<file path="src/design/ecal_pkg.sv">
// ecal_pkg: shared types, constants and calendar tables for the epoch to calendar block
`timescale 1ns / 1ps
`default_nettype none
package ecal_pkg;

   // widths
   localparam int TS_W       = 32;   // input seconds count
   localparam int LOC_W      = 34;   // signed local seconds, offset and shift applied
   localparam int ACC_W      = 33;   // working remainder of the shared subtract unit
   localparam int Q_W        = 17;   // quotient shift register
   localparam int K_W        = 5;    // shift step counter
   localparam int DAYS_W     = 17;   // day count before the year walk
   localparam int YP_W       = 13;   // year plus bias, always non-negative
   localparam int SUM_W      = 14;   // weekday sum
   localparam int CSR_IDX_W  = 2;
   localparam int CSR_DATA_W = 12;
   localparam int RSP_DATA_W = 56;   // 50 result bits padded to whole bytes

   // arithmetic constants
   localparam int DAY_SECS   = 86400;
   localparam int HOUR_SECS  = 3600;
   localparam int MIN_SECS   = 60;
   localparam int YEAR_BIAS  = 400;  // 400 years hold a whole number of weeks
   localparam int CENTURY    = 100;
   localparam int WEEK_DAYS  = 7;
   localparam int YEAR_DAYS  = 365;

   // configuration register indexes
   localparam logic [CSR_IDX_W-1:0] CSR_EPOCH_YEAR = 2'd0;
   localparam logic [CSR_IDX_W-1:0] CSR_UTC_OFFSET = 2'd1;
   localparam logic [CSR_IDX_W-1:0] CSR_DST_ENABLE = 2'd2;
   localparam logic [CSR_IDX_W-1:0] CSR_DST_SHIFT  = 2'd3;

   // configuration seen by the core
   typedef struct packed {
      logic [11:0] epoch_year;
      logic [4:0]  utc_offset_hours;   // two's complement
      logic        dst_enable;
      logic [1:0]  dst_shift_hours;    // two's complement
   } ecal_cfg_type;

   // top to core handshake
   typedef struct packed {
      logic start;       // input transfer this cycle
      logic res_taken;   // result moved into the output register
   } ecal_ctl_type;

   // core to top status
   typedef struct packed {
      logic idle;
      logic res_valid;
   } ecal_sts_type;

   // result item, first field in the highest bits
   typedef struct packed {
      logic       before_epoch;
      logic [1:0] summer_shift;
      logic [5:0] week_of_year;
      logic [2:0] weekday;
      logic [5:0] second;
      logic [5:0] minute;
      logic [4:0] hour;
      logic [4:0] day_of_month;
      logic [3:0] month;
      logic [11:0] year;
   } ecal_res_type;

   // days in month, February follows the leap flag
   function automatic logic [4:0] month_days(input logic [3:0] mo, input logic leap);
      logic [4:0] len;
      begin
         unique case (mo)
            4'd2: begin
               len = leap ? 5'd29 : 5'd28;
            end
            4'd4, 4'd6, 4'd9, 4'd11: begin
               len = 5'd30;
            end
            default: begin
               len = 5'd31;
            end
         endcase
         return len;
      end
   endfunction

   // (31 * shifted month) / 12 term of the weekday congruence
   function automatic logic [4:0] month_term(input logic [3:0] mo);
      logic [4:0] t;
      begin
         unique case (mo)
            4'd1:  t = 5'd28;
            4'd2:  t = 5'd31;
            4'd3:  t = 5'd2;
            4'd4:  t = 5'd5;
            4'd5:  t = 5'd7;
            4'd6:  t = 5'd10;
            4'd7:  t = 5'd12;
            4'd8:  t = 5'd15;
            4'd9:  t = 5'd18;
            4'd10: t = 5'd20;
            4'd11: t = 5'd23;
            default: t = 5'd25;
         endcase
         return t;
      end
   endfunction

endpackage
`default_nettype wire

</file>
<file path="src/design/ecal_alu.sv">
// ecal_alu: shared compare and subtract unit used by the divide and walk steps of the sequencer
`timescale 1ns / 1ps
`default_nettype none
module ecal_alu
   import ecal_pkg::*;
(
   input  wire logic [ACC_W-1:0] op_a,
   input  wire logic [ACC_W-1:0] op_b,
   output logic                  ge,
   output logic [ACC_W-1:0]      diff
);

   // one subtractor, borrow out gives the compare
   logic [ACC_W:0] wide_diff;

   assign wide_diff = {1'b0, op_a} - {1'b0, op_b};
   assign ge        = ~wide_diff[ACC_W];
   assign diff      = wide_diff[ACC_W-1:0];

endmodule
`default_nettype wire

</file>
<file path="src/design/ecal_core.sv">
// ecal_core: sequencer and working registers around the shared subtract unit
`timescale 1ns / 1ps
`default_nettype none
module ecal_core
   import ecal_pkg::*;
(
   input  wire logic            clock,
   input  wire logic            reset,
   input  wire ecal_cfg_type    cfg,
   input  wire ecal_ctl_type    ctl,
   input  wire logic [TS_W-1:0] timestamp,
   output ecal_sts_type         sts,
   output ecal_res_type         res
);

   // sequencer states
   localparam logic [3:0] S_IDLE  = 4'd0;
   localparam logic [3:0] S_LOAD  = 4'd1;
   localparam logic [3:0] S_DDAY  = 4'd2;
   localparam logic [3:0] S_DHR   = 4'd3;
   localparam logic [3:0] S_DMIN  = 4'd4;
   localparam logic [3:0] S_R400  = 4'd5;
   localparam logic [3:0] S_R100  = 4'd6;
   localparam logic [3:0] S_NEGD  = 4'd7;
   localparam logic [3:0] S_YEAR  = 4'd8;
   localparam logic [3:0] S_WEEK  = 4'd9;
   localparam logic [3:0] S_MONTH = 4'd10;
   localparam logic [3:0] S_WDIV  = 4'd11;
   localparam logic [3:0] S_WSUM  = 4'd12;
   localparam logic [3:0] S_WMOD  = 4'd13;
   localparam logic [3:0] S_CHECK = 4'd14;
   localparam logic [3:0] S_DONE  = 4'd15;

   localparam logic signed [LOC_W-1:0] DAY_SECS_L  = LOC_W'(DAY_SECS);
   localparam logic signed [LOC_W-1:0] HOUR_SECS_L = LOC_W'(HOUR_SECS);

   logic [3:0]              state_ff, state_in;
   logic signed [LOC_W-1:0] local_ff, local_in;
   logic [ACC_W-1:0]        acc_ff, acc_in;
   logic [Q_W-1:0]          q_ff, q_in;
   logic [K_W-1:0]          k_ff, k_in;
   logic [DAYS_W-1:0]       days_ff, days_in;
   logic [YP_W-1:0]         yp_ff, yp_in;
   logic [8:0]              r400_ff, r400_in;
   logic [6:0]              r100_ff, r100_in;
   logic [3:0]              mo_ff, mo_in;
   logic [4:0]              dom_ff, dom_in;
   logic [4:0]              hour_ff, hour_in;
   logic [5:0]              minute_ff, minute_in;
   logic [5:0]              second_ff, second_in;
   logic [5:0]              week_ff, week_in;
   logic [2:0]              wday_ff, wday_in;
   logic [YP_W-1:0]         wa_ff, wa_in;
   logic                    neg_ff, neg_in;
   logic                    pass2_ff, pass2_in;
   logic [1:0]              shift_ff, shift_in;

   logic [ACC_W-1:0]        alu_a, alu_b, alu_diff, div_base, alu_rem;
   logic                    alu_ge;
   logic [Q_W-1:0]          q_next;
   logic                    div_last;
   logic                    leap;
   logic                    summer;
   logic signed [LOC_W-1:0] ts_ext, off_ext, off_secs, shift_ext, local_fix;
   logic [YP_W-1:0]         year_full;
   logic [SUM_W-1:0]        wsum;

   // shared compare and subtract
   ecal_alu u_alu (
      .op_a (alu_a),
      .op_b (alu_b),
      .ge   (alu_ge),
      .diff (alu_diff)
   );

   // leap rule from running residues of the biased year
   assign leap = ((yp_ff[1:0] == 2'd0) && (r100_ff != 7'd0)) || (r400_ff == 9'd0);

   // summer window on local time before the shift
   assign summer = ((mo_ff > 4'd3) && (mo_ff < 4'd10))
                || ((mo_ff == 4'd3) && ((dom_ff > 5'd25) || ((dom_ff == 5'd25) && (hour_ff >= 5'd2))))
                || ((mo_ff == 4'd10) && ((dom_ff < 5'd23) || ((dom_ff == 5'd23) && (hour_ff < 5'd3))));

   // zero extension of the timestamp, sign extension of config
   assign ts_ext    = {{(LOC_W-TS_W){1'b0}}, timestamp};
   assign off_ext   = {{(LOC_W-5){cfg.utc_offset_hours[4]}}, cfg.utc_offset_hours};
   assign off_secs  = off_ext * HOUR_SECS_L;
   assign shift_ext = {{(LOC_W-2){cfg.dst_shift_hours[1]}}, cfg.dst_shift_hours};
   assign local_fix = local_ff[LOC_W-1] ? (local_ff + DAY_SECS_L) : local_ff;

   // weekday congruence, all terms non-negative
   assign wsum = SUM_W'(dom_ff) + SUM_W'(wa_ff) + SUM_W'(wa_ff[YP_W-1:2])
               - SUM_W'(q_ff[5:0]) + SUM_W'(q_ff[5:2]) + SUM_W'(month_term(mo_ff));

   // operand selection for the shared unit
   always_comb begin
      div_base = '0;
      unique case (state_ff)
         S_DDAY:         div_base = ACC_W'(DAY_SECS);
         S_DHR:          div_base = ACC_W'(HOUR_SECS);
         S_DMIN:         div_base = ACC_W'(MIN_SECS);
         S_R400:         div_base = ACC_W'(YEAR_BIAS);
         S_R100, S_WDIV: div_base = ACC_W'(CENTURY);
         S_WEEK, S_WMOD: div_base = ACC_W'(WEEK_DAYS);
         default:        div_base = '0;
      endcase
   end

   always_comb begin
      unique case (state_ff)
         S_YEAR: begin
            alu_a = ACC_W'(days_ff);
            alu_b = ACC_W'(YEAR_DAYS) + ACC_W'(leap);
         end
         S_MONTH: begin
            alu_a = ACC_W'(days_ff);
            alu_b = ACC_W'(month_days(mo_ff, leap));
         end
         default: begin
            alu_a = acc_ff;
            alu_b = div_base << k_ff;
         end
      endcase
   end

   assign alu_rem  = alu_ge ? alu_diff : acc_ff;
   assign q_next   = {q_ff[Q_W-2:0], alu_ge};
   assign div_last = (k_ff == '0);

   // sequencer
   always_comb begin
      state_in  = state_ff;
      local_in  = local_ff;
      acc_in    = acc_ff;
      q_in      = q_ff;
      k_in      = k_ff;
      days_in   = days_ff;
      yp_in     = yp_ff;
      r400_in   = r400_ff;
      r100_in   = r100_ff;
      mo_in     = mo_ff;
      dom_in    = dom_ff;
      hour_in   = hour_ff;
      minute_in = minute_ff;
      second_in = second_ff;
      week_in   = week_ff;
      wday_in   = wday_ff;
      wa_in     = wa_ff;
      neg_in    = neg_ff;
      pass2_in  = pass2_ff;
      shift_in  = shift_ff;
      unique case (state_ff)
         S_IDLE: begin
            if (ctl.start) begin
               local_in = ts_ext + off_secs;
               pass2_in = 1'b0;
               shift_in = 2'd0;
               state_in = S_LOAD;
            end
         end
         // load the seconds divide, folding a negative local time into the last day of the year before
         S_LOAD: begin
            neg_in   = local_ff[LOC_W-1];
            acc_in   = local_fix[ACC_W-1:0];
            yp_in    = YP_W'(cfg.epoch_year) + YP_W'(YEAR_BIAS) - YP_W'(local_ff[LOC_W-1]);
            q_in     = '0;
            k_in     = K_W'(16);
            state_in = S_DDAY;
         end
         // seconds to days
         S_DDAY: begin
            acc_in = alu_rem;
            q_in   = q_next;
            k_in   = k_ff - 1'b1;
            if (div_last) begin
               days_in  = q_next;
               q_in     = '0;
               k_in     = K_W'(4);
               state_in = S_DHR;
            end
         end
         // seconds of day to hours
         S_DHR: begin
            acc_in = alu_rem;
            q_in   = q_next;
            k_in   = k_ff - 1'b1;
            if (div_last) begin
               hour_in  = q_next[4:0];
               q_in     = '0;
               k_in     = K_W'(5);
               state_in = S_DMIN;
            end
         end
         // seconds of hour to minutes and seconds
         S_DMIN: begin
            acc_in = alu_rem;
            q_in   = q_next;
            k_in   = k_ff - 1'b1;
            if (div_last) begin
               minute_in = q_next[5:0];
               second_in = alu_rem[5:0];
               acc_in    = ACC_W'(yp_ff);
               q_in      = '0;
               k_in      = K_W'(3);
               state_in  = S_R400;
            end
         end
         // starting year residue modulo 400
         S_R400: begin
            acc_in = alu_rem;
            k_in   = k_ff - 1'b1;
            if (div_last) begin
               r400_in  = alu_rem[8:0];
               k_in     = K_W'(1);
               state_in = S_R100;
            end
         end
         // and modulo 100
         S_R100: begin
            acc_in = alu_rem;
            k_in   = k_ff - 1'b1;
            if (div_last) begin
               r100_in  = alu_rem[6:0];
               state_in = neg_ff ? S_NEGD : S_YEAR;
            end
         end
         S_NEGD: begin
            days_in  = DAYS_W'(YEAR_DAYS - 1) + DAYS_W'(leap);
            state_in = S_YEAR;
         end
         // year walk
         S_YEAR: begin
            if (alu_ge) begin
               days_in = alu_diff[DAYS_W-1:0];
               yp_in   = yp_ff + 1'b1;
               r100_in = (r100_ff == 7'(CENTURY - 1)) ? 7'd0 : r100_ff + 1'b1;
               r400_in = (r400_ff == 9'(YEAR_BIAS - 1)) ? 9'd0 : r400_ff + 1'b1;
            end else begin
               acc_in   = ACC_W'(days_ff);
               q_in     = '0;
               k_in     = K_W'(5);
               state_in = S_WEEK;
            end
         end
         // week of year
         S_WEEK: begin
            acc_in = alu_rem;
            q_in   = q_next;
            k_in   = k_ff - 1'b1;
            if (div_last) begin
               week_in  = q_next[5:0] + 1'b1;
               mo_in    = 4'd1;
               state_in = S_MONTH;
            end
         end
         // month walk
         S_MONTH: begin
            if (alu_ge && (mo_ff != 4'd12)) begin
               days_in = alu_diff[DAYS_W-1:0];
               mo_in   = mo_ff + 1'b1;
            end else begin
               dom_in   = days_ff[4:0] + 1'b1;
               wa_in    = yp_ff - YP_W'(mo_ff <= 4'd2);
               acc_in   = ACC_W'(yp_ff - YP_W'(mo_ff <= 4'd2));
               q_in     = '0;
               k_in     = K_W'(5);
               state_in = S_WDIV;
            end
         end
         // centuries of the shifted year
         S_WDIV: begin
            acc_in = alu_rem;
            q_in   = q_next;
            k_in   = k_ff - 1'b1;
            if (div_last) begin
               state_in = S_WSUM;
            end
         end
         S_WSUM: begin
            acc_in   = ACC_W'(wsum);
            k_in     = K_W'(10);
            state_in = S_WMOD;
         end
         // weekday sum modulo 7
         S_WMOD: begin
            acc_in = alu_rem;
            k_in   = k_ff - 1'b1;
            if (div_last) begin
               wday_in  = alu_rem[2:0];
               state_in = S_CHECK;
            end
         end
         // summer time redoes the whole pass on the shifted time
         S_CHECK: begin
            if (!pass2_ff && cfg.dst_enable && !neg_ff && summer
                && (cfg.dst_shift_hours != 2'd0)) begin
               pass2_in = 1'b1;
               shift_in = cfg.dst_shift_hours;
               local_in = local_ff + shift_ext * HOUR_SECS_L;
               state_in = S_LOAD;
            end else begin
               state_in = S_DONE;
            end
         end
         S_DONE: begin
            if (ctl.res_taken) begin
               state_in = S_IDLE;
            end
         end
         default: begin
            state_in = S_IDLE;
         end
      endcase
   end

   // control state
   always_ff @(posedge clock) begin
      if (reset) begin
         state_ff <= S_IDLE;
         pass2_ff <= 1'b0;
      end else begin
         state_ff <= state_in;
         pass2_ff <= pass2_in;
      end
   end

   // working registers
   always_ff @(posedge clock) begin
      local_ff  <= local_in;
      acc_ff    <= acc_in;
      q_ff      <= q_in;
      k_ff      <= k_in;
      days_ff   <= days_in;
      yp_ff     <= yp_in;
      r400_ff   <= r400_in;
      r100_ff   <= r100_in;
      mo_ff     <= mo_in;
      dom_ff    <= dom_in;
      hour_ff   <= hour_in;
      minute_ff <= minute_in;
      second_ff <= second_in;
      week_ff   <= week_in;
      wday_ff   <= wday_in;
      wa_ff     <= wa_in;
      neg_ff    <= neg_in;
      shift_ff  <= shift_in;
   end

   // result and status
   assign year_full = yp_ff - YP_W'(YEAR_BIAS);

   assign sts.idle      = (state_ff == S_IDLE);
   assign sts.res_valid = (state_ff == S_DONE);

   assign res.year         = year_full[11:0];
   assign res.month        = mo_ff;
   assign res.day_of_month = dom_ff;
   assign res.hour         = hour_ff;
   assign res.minute       = minute_ff;
   assign res.second       = second_ff;
   assign res.weekday      = wday_ff;
   assign res.week_of_year = week_ff;
   assign res.summer_shift = shift_ff;
   assign res.before_epoch = neg_ff;

endmodule
`default_nettype wire

</file>
<file path="src/design/epoch_seconds_to_calendar_top.sv">
// epoch_seconds_to_calendar_top: config registers, input transfer and output register
//
//   channel  direction  handshake                payload
//   req_     in         req_tvalid / req_tready  req_tdata: timestamp
//   rsp_     out        rsp_tvalid / rsp_tready  rsp_tdata: calendar fields
//   csr_     in         csr_valid / csr_ready    csr_index, csr_data
//
// the time per item grows with the years and months walked on the shared subtract
// unit, and a local time before the epoch adds the S_NEGD state; a timestamp in the
// summer window takes a second pass. req_tready is high only while the sequencer
// is idle; a finished result waits in the output register without blocking the
// next transfer in. reset is synchronous and loads the register defaults.
`timescale 1ns / 1ps
`default_nettype none
module epoch_seconds_to_calendar_top
   import ecal_pkg::*;
(
   input  wire logic                  clock,
   input  wire logic                  reset,
   // input stream
   input  wire logic                  req_tvalid,
   output logic                       req_tready,
   input  wire logic [TS_W-1:0]       req_tdata,    // [31:0] timestamp
   // result stream
   output logic                       rsp_tvalid,
   input  wire logic                  rsp_tready,
   output logic [RSP_DATA_W-1:0]      rsp_tdata,    // [11:0] year, [15:12] month,
                                                    // [20:16] day_of_month, [25:21] hour,
                                                    // [31:26] minute, [37:32] second,
                                                    // [40:38] weekday, [46:41] week_of_year,
                                                    // [48:47] summer_shift, [49] before_epoch
   // register writes
   input  wire logic                  csr_valid,
   output logic                       csr_ready,
   input  wire logic [CSR_IDX_W-1:0]  csr_index,
   input  wire logic [CSR_DATA_W-1:0] csr_data
);

   ecal_cfg_type cfg_ff, cfg_in;
   ecal_ctl_type ctl;
   ecal_sts_type sts;
   ecal_res_type core_res;
   ecal_res_type rsp_data_ff, rsp_data_in;
   logic         rsp_valid_ff, rsp_valid_in;
   logic         load_rsp;

   // register writes always taken
   assign csr_ready = 1'b1;

   always_comb begin
      cfg_in = cfg_ff;
      if (csr_valid) begin
         unique case (csr_index)
            CSR_EPOCH_YEAR: cfg_in.epoch_year       = csr_data[11:0];
            CSR_UTC_OFFSET: cfg_in.utc_offset_hours = csr_data[4:0];
            CSR_DST_ENABLE: cfg_in.dst_enable       = csr_data[0];
            CSR_DST_SHIFT:  cfg_in.dst_shift_hours  = csr_data[1:0];
            default:        cfg_in = cfg_ff;
         endcase
      end
   end

   always_ff @(posedge clock) begin
      if (reset) begin
         cfg_ff.epoch_year       <= 12'd1970;
         cfg_ff.utc_offset_hours <= 5'd0;
         cfg_ff.dst_enable       <= 1'b0;
         cfg_ff.dst_shift_hours  <= 2'd1;
      end else begin
         cfg_ff <= cfg_in;
      end
   end

   // input transfer starts the sequencer
   assign req_tready    = sts.idle;
   assign ctl.start     = req_tvalid & req_tready;
   assign load_rsp      = sts.res_valid & (~rsp_valid_ff | rsp_tready);
   assign ctl.res_taken = load_rsp;

   ecal_core u_core (
      .clock     (clock),
      .reset     (reset),
      .cfg       (cfg_ff),
      .ctl       (ctl),
      .timestamp (req_tdata),
      .sts       (sts),
      .res       (core_res)
   );

   // output register
   always_comb begin
      rsp_valid_in = rsp_valid_ff;
      rsp_data_in  = rsp_data_ff;
      if (load_rsp) begin
         rsp_valid_in = 1'b1;
         rsp_data_in  = core_res;
      end else if (rsp_tready) begin
         rsp_valid_in = 1'b0;
      end
   end

   always_ff @(posedge clock) begin
      if (reset) begin
         rsp_valid_ff <= 1'b0;
      end else begin
         rsp_valid_ff <= rsp_valid_in;
      end
   end

   always_ff @(posedge clock) begin
      rsp_data_ff <= rsp_data_in;
   end

   assign rsp_tvalid = rsp_valid_ff;
   assign rsp_tdata  = {{(RSP_DATA_W - $bits(ecal_res_type)){1'b0}}, rsp_data_ff};

endmodule
`default_nettype wire

</file>
<file path="config.mk">
export PLATFORM = sky130hd
export DESIGN_NAME = epoch_seconds_to_calendar_top
export DESIGN_NICKNAME = d
export VERILOG_FILES = /design/src/design/ecal_pkg.sv /design/src/design/ecal_alu.sv /design/src/design/ecal_core.sv /design/src/design/epoch_seconds_to_calendar_top.sv
export SDC_FILE = /design/constraint.sdc
export NUM_CORES = 1
export LEC_CHECK = 0
export BUFFER_PORTS_ARGS = -buffer_cell sky130_fd_sc_hd__buf_2
export CORE_MARGIN = 2
export CORE_UTILIZATION = 63
export DETAILED_ROUTE_END_ITERATION = 10
export PLACE_DENSITY = 0.82
export SLEW_MARGIN = 20
export SYNTH_ARGS = -nofsm -noshare
export SYNTH_HDL_FRONTEND = slang
export SYNTH_HIERARCHICAL = 1
export SYNTH_SLANG_ARGS = --single-unit
export TNS_END_PERCENT = 20
</file>
<file path="constraint.sdc">
create_clock -name clock -period 7.4 [get_ports clock]
set_input_delay 0.37 -clock clock [delete_from_list [all_inputs] [get_ports clock]]
set_output_delay 0.37 -clock clock [all_outputs]
set_load 0.005 [all_outputs]
</file>
==> impl_metrics.ini <==
[layout]
area_growth_pct = 8.588
fin_area_mm2 = 0.02370
final_nets = 2678
fill_cells = 2670
diodes = 0
final_cells = 2894
drive_gt1_share_pct = 10.66

[placed_design]
portBuffers = 102
dp_slack_ns = 0.9592
post-place-cells = 2838
routabilityCongestion = 0.9630
place_area_mm2 = 0.02261
dp_hpwl_mm = 42.56

[min_path]
min_path_type = in2reg

[critical_path]
required_ns = 7.85
end_kind = flop
cp-start-kind = flop
reg2reg_slack_ns = 0.67
path_class = reg2reg
critPathMaxFanout = 69
crit_arrival_ns = 7.18

[global_routing]
grt_pass1_vias = 18185
grt_first_pass_wirelength_mm = 93.17
antenna_found_initial = 0
grt_usage_pct = 32.05
grt_max_degree = 70
overflow = 0

[drt]
drt_first_pass_iters = 6
wirelength_mm = 57.94
highest_layer = met4
routed-wl-met2_mm = 27.82
met3_length_mm = 4.476
vias = 18279
detail_route.wl_per_cell_um = 20.02
ant_nets = 0
m1WireLength_mm = 23.19
drc = 0
via_per_inst = 6.316
first_iter_violations = 2171

[synth]
synth_edf_count = 235
yosysMostFrequentCell = edfxtp_1
synthTopCellsByArea = edfxtp_1, ha_1, a21oi_1
synth.distinct_cells = 104
synthFlopType = edfxtp_1
ys_ff_latch = 275
ys_seq_area_share_pct = 36.01
syn_area_mm2 = 0.02182
syn_inst = 2366
yosysWarnings = 6
avgSynthCellArea_um2 = 9.224
yosys.area.top_type_share_pct = 32.34
netlist_top_cells_count = edfxtp_1, nand2_1, nor2_1
synth_top_cell_by_area = edfxtp_1
async_reset_ff_share_pct = 0

[cts]
clkSlewWorstSetupHoldPaths_ns = 0.06
cts_root_buf = clkbuf_16
cts_sinks = 275
clock_path_buffers = 3
cts_resized = 0
cts_tree = built
hold_buffers = 0
numCtsBuffers = 30
post_cts_buffers = 0
htree_levels = 1
worstSkewPairLatency_ns = 0.57

[die]
die_w_um = 190.1
ios = 110
die_y_um = 190.1
start_util_pct = 63.65
dieArea_mm2 = 0.03615
rows = 68
core_area_mm2 = 0.03429

[sta]
finalCritPeriodShare_pct = 90.92
setup-tns-final_ns = 0
rsz0062_at_grt = no
maxSlewHeadroom_pct = 22.40
setup_viol = 0
min_period_ns = 6.728
worst_pin_slew_ns = 1.164
hold_viol_final = 0
fin_worst_skew_ns = 0.02191
slew_violations = 0
fmax_ghz = 0.1486
fin_ws_ns = 0.6719

[power_and_ir_drop]
pwr-share-comb_pct = 57.3
p_int_mw = 5.654
p_switching_mw = 4.557
power_density_mw_per_mm2 = 430.9
p_clk_share_pct = 16.0
seqPwrFrac_pct = 26.7
swShare_pct = 44.63
ir_drop_v = 0.0002393
cellLeakagePower_nw = 9.740

[run_status]
status = completed

[flow_run]
cap_violations = 0
cell usage in the layout (no fill, tap or decap), types with 36 or more instances in the layout:
cell type  netlist  final
xor2_1          68     68
nand2b_1        45     45
nor2_1         191    189
mux2i_1         53     52
o21ai_0        107    105
nand3_1         54     54
buf_2           18    102
a21oi_1        186    186
edfxtp_1       235    235
dfxtp_1         40     40
a21o_1          49     49
xnor2_1        101    101
inv_1          178    178
ha_1           181    181
and2_1          37     36
nand2_1        227    227
through the flow:
step	utilization [%]	total power [mW]	hold slack, ns
2_1_floorplan	-	6.954	0.4003
5_1_grt	69.11	10.84	0.08612
3_3_place_gp	65.95	8.215	0.4002
4_1_cts	69.07	10.07	0.05932
6_report	69.11	10.21	0.07454
3_5_place_dp	65.95	8.362	0.4052
final timing paths:
kind | start | endpoint | cells past startpoint
setup reg to reg | u_core/state_ff[2] | flop | 21
setup / recovery | u_core/state_ff[2] | flop | 21
hold / removal | csr_data[9] | cfg_ff[17] | 3
hold reg to reg | u_core/second_ff[5] | rsp_tdata[37] | 0
metal layers:
metal / track usage, % / up-vias
li1: - / 8570
met1: 40.61 / 8615
met2: 55.10 / 914
met3: 4.593 / 180
met4: 13.24 / 0
met5: 0 / -
logic make-up after synthesis:
logic type               count (synthesis)  synth area share, %
XOR/XNOR                               169                6.782
multiplexers                            85                4.094
AND/OR/NAND/NOR                        731                16.29
other                                    2              0.03441
buffers and inverters                  293                5.510
AO/OA/AOI/OAI                          599                18.11
flip-flops                             275                36.01
adder cells (fa/ha/maj)                212                13.18
flip-flops by register name, indices dropped and copies added (netlist names), 7 cells and up, named ones only:
signal and count:
u_core/div_base 9, u_core/days_ff 17, u_core/r400_ff 9, u_core/yp_ff 13, u_core/local_ff 34, u_core/acc_ff 33, u_core/wa_ff 13, cfg_ff 20
u_core/q_ff 16, rsp_tdata 50, u_core/r100_ff 7
critical path, cell delays in order, from the launching register on:
cell      delay, ns
dfxtp_1        0.96
nor3b_4        0.09
buf_4          0.38
nor2_1         0.46
nand2_1        0.24
o21ai_0        0.23
inv_1          0.07
ha_1           0.36
a21o_1         0.21
a31oi_1        0.22
o221ai_1       0.15
a21oi_1        0.36
a21oi_1        0.13
nor3_1         0.50
o21ai_4        0.34
a31o_1         0.43
o21ai_0        0.59
inv_1          0.18
ha_1           0.38
nand2_1        0.08
nand3_1        0.11
o21ai_1        0.07
final cells by class:
cell class / instances / area [um2] / share of cell area [%]
tap: 455 / 569.3 / 2.402
multi-input combinational: 1803 / 12830 / 54.12
timing repair buffer: 126 / 698.2 / 2.946
inverter: 180 / 675.6 / 2.851
clock buffer: 34 / 787.0 / 3.321
clock inverter: 21 / 284.0 / 1.199
sequential: 275 / 7858 / 33.16
power groups by stage:
stage                     clock network (mW)  registers [mW]  logic (mW)
after floorplan                            0            2.52        4.43
after global placement                     0            2.73        5.48
after detailed placement                   0            2.75        5.61
after CTS                               1.64            2.73        5.70
after global routing                    1.70            2.76        6.38
final                                   1.63            2.73        5.85
Note: power is estimated with default switching activity, not from simulation.
